--- config.mk ---
export PLATFORM = sky130hd
export DESIGN_NAME = lrsgd_div
export DESIGN_NICKNAME = d
export VERILOG_FILES = /design/src/sv/lrsgd_pkg.sv /design/src/sv/lrsgd_div.sv
export SDC_FILE = /design/constraint.sdc
export NUM_CORES = 1
export LEC_CHECK = 0
export ABC_AREA = 1
export CAP_MARGIN = 40
export CORE_UTILIZATION = 50
export DETAILED_ROUTE_END_ITERATION = 16
export DONT_BUFFER_PORTS = 1
export GPL_ROUTABILITY_DRIVEN = 0
export PLACE_DENSITY = 0.62
export SYNTH_ARGS = -nofsm -noshare
export SYNTH_HDL_FRONTEND = slang
export SYNTH_SLANG_ARGS = --single-unit
--- constraint.sdc ---
create_clock -name clk_i -period 3.4 [get_ports clk_i]
set_clock_uncertainty 0.15 [all_clocks]
set_input_delay 0.68 -clock clk_i [delete_from_list [all_inputs] [get_ports clk_i]]
set_output_delay 0.68 -clock clk_i [all_outputs]
set_load 0.01 [all_outputs]
--- src/sv/lrsgd_pkg.sv ---
// Shared codes, widths and saturation helpers for the linear regression SGD trainer.
package lrsgd_pkg;

  typedef logic [2:0] req_t;

  localparam req_t REQ_RESTART = 3'd0;
  localparam req_t REQ_TRAIN   = 3'd1;
  localparam req_t REQ_PREDICT = 3'd2;
  localparam req_t REQ_EVAL    = 3'd3;
  localparam req_t REQ_REPORT  = 3'd4;

  localparam logic KIND_SAMPLE = 1'b0;
  localparam logic KIND_REPORT = 1'b1;

  localparam logic REG_STEP  = 1'b0;
  localparam logic REG_START = 1'b1;

  localparam int STEP_FRAC = 16;
  localparam int SUM_W     = 48;
  localparam int CNT24_W   = 24;

  localparam logic signed [63:0] MAX32 = 64'sh0000_0000_7FFF_FFFF;
  localparam logic signed [63:0] MIN32 = -64'sh0000_0000_8000_0000;
  localparam logic signed [63:0] MAX48 = 64'sh0000_7FFF_FFFF_FFFF;
  localparam logic signed [63:0] MIN48 = -64'sh0000_8000_0000_0000;
  localparam logic [30:0]        CAP31 = 31'h7FFF_FFFF;

  function automatic logic ovf32(input logic signed [63:0] v);
    return (v > MAX32) || (v < MIN32);
  endfunction

  function automatic logic signed [31:0] sat32(input logic signed [63:0] v);
    logic signed [63:0] r;
    r = v;
    if (v > MAX32) r = MAX32;
    if (v < MIN32) r = MIN32;
    return r[31:0];
  endfunction

  function automatic logic ovf48(input logic signed [63:0] v);
    return (v > MAX48) || (v < MIN48);
  endfunction

  function automatic logic signed [47:0] sat48(input logic signed [63:0] v);
    logic signed [63:0] r;
    r = v;
    if (v > MAX48) r = MAX48;
    if (v < MIN48) r = MIN48;
    return r[47:0];
  endfunction

endpackage

--- src/sv/lrsgd_div.sv ---
// Restoring divider, one quotient bit per cycle, for the mean loss report.
module lrsgd_div (
  input  logic                          clk_i,
  input  logic                          rst_ni,
  input  logic                          start_i,
  input  logic [lrsgd_pkg::SUM_W-1:0]   dividend_i,
  input  logic [lrsgd_pkg::CNT24_W-1:0] divisor_i,
  output logic                          done_o,
  output logic [lrsgd_pkg::SUM_W-1:0]   quot_o
);
  import lrsgd_pkg::*;

  localparam int STEP_W = $clog2(SUM_W);

  logic              busy_q, busy_d;
  logic              done_q, done_d;
  logic [STEP_W-1:0] step_q, step_d;
  logic [CNT24_W-1:0] rem_q, rem_d;
  logic [SUM_W-1:0]  quo_q, quo_d;
  logic [CNT24_W-1:0] dvs_q, dvs_d;
  logic [CNT24_W:0]  trial;
  logic              fits;

  assign trial = {rem_q, quo_q[SUM_W-1]};
  assign fits  = trial >= {1'b0, dvs_q};

  always_comb begin
    busy_d = busy_q;
    done_d = 1'b0;
    step_d = step_q;
    rem_d  = rem_q;
    quo_d  = quo_q;
    dvs_d  = dvs_q;
    if (start_i) begin
      busy_d = 1'b1;
      step_d = '0;
      rem_d  = '0;
      quo_d  = dividend_i;
      dvs_d  = divisor_i;
    end else if (busy_q) begin
      rem_d = fits ? CNT24_W'(trial - {1'b0, dvs_q}) : trial[CNT24_W-1:0];
      quo_d = {quo_q[SUM_W-2:0], fits};
      step_d = step_q + STEP_W'(1);
      if (step_q == STEP_W'(SUM_W - 1)) begin
        busy_d = 1'b0;
        done_d = 1'b1;
      end
    end
  end

  always_ff @(posedge clk_i or negedge rst_ni) begin
    if (!rst_ni) begin
      busy_q <= 1'b0;
      done_q <= 1'b0;
      step_q <= '0;
    end else begin
      busy_q <= busy_d;
      done_q <= done_d;
      step_q <= step_d;
    end
  end

  always_ff @(posedge clk_i) begin
    rem_q <= rem_d;
    quo_q <= quo_d;
    dvs_q <= dvs_d;
  end

  assign done_o = done_q;
  assign quot_o = quo_q;

  a_done_ends_busy: assert property (@(posedge clk_i) disable iff (!rst_ni)
    done_q |-> !busy_q) else $error("divider done while busy");
  a_start_idle: assert property (@(posedge clk_i) disable iff (!rst_ni)
    start_i |-> !busy_q) else $error("divider restarted while busy");
  a_done_after_busy: assert property (@(posedge clk_i) disable iff (!rst_ni)
    $rose(done_q) |-> $past(busy_q)) else $error("divider done without work");

endmodule

==> results by group <==
Logic synthesis
  • Post-synth ARST share: 7.69%
  • Syn Nets: about 930
  • Cell area after synthesis: between 6000 and 7000 sq um
  • EDFF count, synth: 72
  • Top cells by area, synth: edfxtp_1 35%, nand2_1 22%, inv_1 8.1%, dfxtp_1 7.8%, nand3_1 5.5%
  • Prevailing post-synth register cell: edfxtp_1
  • Share of the synthesized area in the top cell type: a little over a third
  • Top post-synthesis cells by count: 360 x nand2_1, 132 x inv_1, 72 x edfxtp_1
  • Leading area contributor after synthesis: edfxtp_1
  • Netlist cell types: 35
  • Synth Register Bits: 104
  • Ys Warns: 0
  • Mean Syn Cell Area: approximately 7.4 sq um
  • Top-count cell post-synth: nand2_1
  • Sequential-to-total area share from yosys stat: roughly 46%
  • Post-Synthesis Cells: ~830

Floorplan
  • Cell row count: 40
  • Initial Util: between 50% and 60%
  • Die area: roughly 13,000 sq um
  • Chip width: approximately 110 microns
  • CORE AREA: 12,000 sq um
  • Vert. Die Dim: approximately 110 microns
  • IO Pins: 124

Clocking
  • Post-CTS Setup Repair Bufs: 0
  • Clk_lat worst skew: 0.36 ns
  • Clock slew at reported path FFs: 0.08 ns
  • CTS tree: yes
  • Clock sinks: 104
  • CTS Buffer Depth: 2
  • # resized after CTS: 0
  • CTS buffer count: 9
  • Clock root buffer: clkbuf_16
  • Depth of the CTS H-tree: 3

Routing
  • Post-route DRC: 0
  • ANT nets after route: 0
  • Initial drt markers: between 300 and 400
  • Vias per cell: 5.17
  • Drt total wl: around 14 mm
  • Drt pass-1 iters: 5
  • Via count: around 5,000
  • Drt wl/cell: 14.2 microns

Worst setup path
  • Critical path class: register to register
  • Worst r2r src: dvs_q[9]
  • CP max FO: 24
  • Worst setup EP type: register
  • Critical Path Start: dvs_q[9]
  • R2r worst-path depth: 11
  • Startpoint types: register
  • CP required: around 3.5 ns
  • RR Endpoint: rem_q[20]
  • CP arrival: 2.56 ns
  • Setup slack, reg-to-reg: about 0.94 ns

Hold path
  • Worst hold-check path type: primary input to register
  • Worst min-delay path startpoint: divisor_i[19]
  • Hold depth: 0
  • Hold path endpoint: dvs_q[19]

Timing
  • Worst slew margin: 42.9%
  • Final Hold Violating Endpoints: 0
  • Max frequency: a little over 0.4 GHz
  • Worst Setup Slack, final: approximately 0.94 ns
  • Setup TNS: 0 ns
  • RSZ-0062 raised after global routing: no
  • Final period utilization: between 70% and 80%
  • Worst slew pin tran: 0.855 ns
  • Max Slew Vio Count: 0
  • Final setup viols: 0
  • Crit path time final: 2.46 ns

Placement
  • Port buffer count: 0
  • Post-Place Setup Slack: ~0.95 ns
  • Placed cell count: approximately 960
  • Detailed placer's ending HPWL: approximately 10 mm
  • Placed cell areas: around 6300 sq um

Global routing
  • Total congestion overflow: 0
  • Initial antenna violation count: 0
  • First-pass GRT wire length: 23.1 mm
  • Vias in the first global route: ~5,000
  • Largest net degree at the start of global routing: 76
  • Total track usage: between 20 and 25%

Power
  • Comb pwr share: a little under two fifths
  • Seq pwr share: a little under two fifths
  • Leak Pwr: about 3.4 nW
  • Switching share of power: between 30% and 40%
  • Clk pwr share: between 20% and 30%
  • Worst VDD drop: roughly 0.37 mV
  • Pint: 2.72 mW
  • Switching power total: between 1.5 and 2 mW
  • PwrDens: slightly below 700 nW/um^2

Final layout
  • Layout cell share with drive strength beyond 1: under 10%
  • Area of the multi-input gates: 2680 sq um
  • Final Cell Area: about 6600 sq um
  • # fillers: ~1,200
  • Non-filler cells, final: 980
  • Final net count: around 930
  • Seq. cell area: between 2000 and 3000 sq um
  • Antenna Cells: 0
  • Final Util: between 50% and 60%
  • Layout area overhead: 7.25%

Status
  • Outcome: completed

Run
  • MaxCap Viol Count: 0
[layer usage]
| layer | vias to the layer above | GRT usage [%] | routed length (microns) |
|---|---|---|---|
| met2 | 182 | 37.5 | 6320 |
| met5 | - | 0 | 0 |
| li1 | 2579 | - | - |
| met4 | 0 | 8.62 | 316 |
| met3 | 30 | 7.82 | 1200 |
| met1 | 2280 | 28.8 | 6100 |
[placed cells by master, fill, tap and decap left out, drive strengths merged]
master | Yosys | routed
a21oi | 17 | 17
a31oi | 1 | 1
xnor2 | 8 | 8
ha | 25 | 25
nand3b | 9 | 9
fa | 1 | 1
clkbuf | 12 | 9
nor3 | 5 | 5
a22o | 1 | 1
clkinvlp | 0 | 1
clkinv | 2 | 5
dfrtp | 8 | 8
nand3 | 69 | 69
inv | 135 | 137
buf | 9 | 5
nand4 | 6 | 6
bufinv | 0 | 1
dfxtp | 24 | 24
xor2 | 1 | 1
nor4 | 1 | 1
edfxtp | 72 | 72
nand2 | 365 | 365
o21ai | 18 | 18
dlygate4sd3 | 0 | 1
nor2 | 43 | 43
[worst max-delay path, cell delays in order, from the launching register on]
cell and delay (ns):
edfxtp_1 0.33, inv_1 0.05, ha_1 0.36, nand2_2 0.10, nor2_2 0.19, inv_2 0.07
nor3_4 0.19, nand3b_4 0.28, nand2_4 0.35, nand3_1 0.15, nand2_1 0.10, nand2_1 0.04
[registers in the layout, summed over array words and instances (netlist names)]
name    count
done_o      1
step_q      6
quot_o     48
rem_q      24
dvs_q      24
busy_q      1
[final cells by class]
type	instances	area share (%)
timing repair buffer	6	0.912
multi-input combinational	570	40.7
clock buffer	9	3.42
tap	147	2.79
inverter	137	7.81
sequential	104	43.2
clock inverter	7	1.22
[timing repair]
| item | in CTS | in global routing |
|---|---|---|
| hold buffers | 1 | 0 |
| setup endpoints to repair | 0 | 0 |
| endpoints found under the hold margin | 8 | 0 |
[kinds of logic after synthesis]
| logic type | count (synthesis) | synth area share (%) |
|---|---|---|
| xor gates and xnor gates | 9 | 1.28 |
| buffers and inverters | 158 | 10.1 |
| adders and majority gates | 26 | 5.42 |
| DFF | 104 | 46.3 |
| AOI/OAI and AO/OA | 37 | 3.16 |
| and+or+nand+nor | 498 | 33.8 |
[worst max path at each step]
stage / to / slack [ns] / cells past startpoint
finish: rem_q[20] / 0.94 / 11
global route: rem_q[21] / 0.68 / 14
CTS: rem_q[0] / 0.93 / 11
detailed placement: rem_q[21] / 0.95 / 15
global placement: rem_q[20] / 0.97 / 11
floorplan: quot_o[0] / 0.23 / 4
[power groups by stage]
stage	combinational, mW	clock [mW]	sequential (mW)
3_5_place_dp	1.67	0	1.73
2_1_floorplan	1.36	0	1.69
5_1_grt	1.94	1.16	1.73
4_1_cts	1.68	1.11	1.70
3_3_place_gp	1.65	0	1.73
6_report	1.69	1.08	1.70
[per-stage QoR]
stage	total power, mW	hold slack [ns]
2_1_floorplan	3.05	0.234
3_3_place_gp	3.38	0.235
3_5_place_dp	3.39	0.235
4_1_cts	4.50	0.241
5_1_grt	4.83	0.245
6_report	4.47	0.262
No activity file was read; power rests on OpenSTA's default activity.
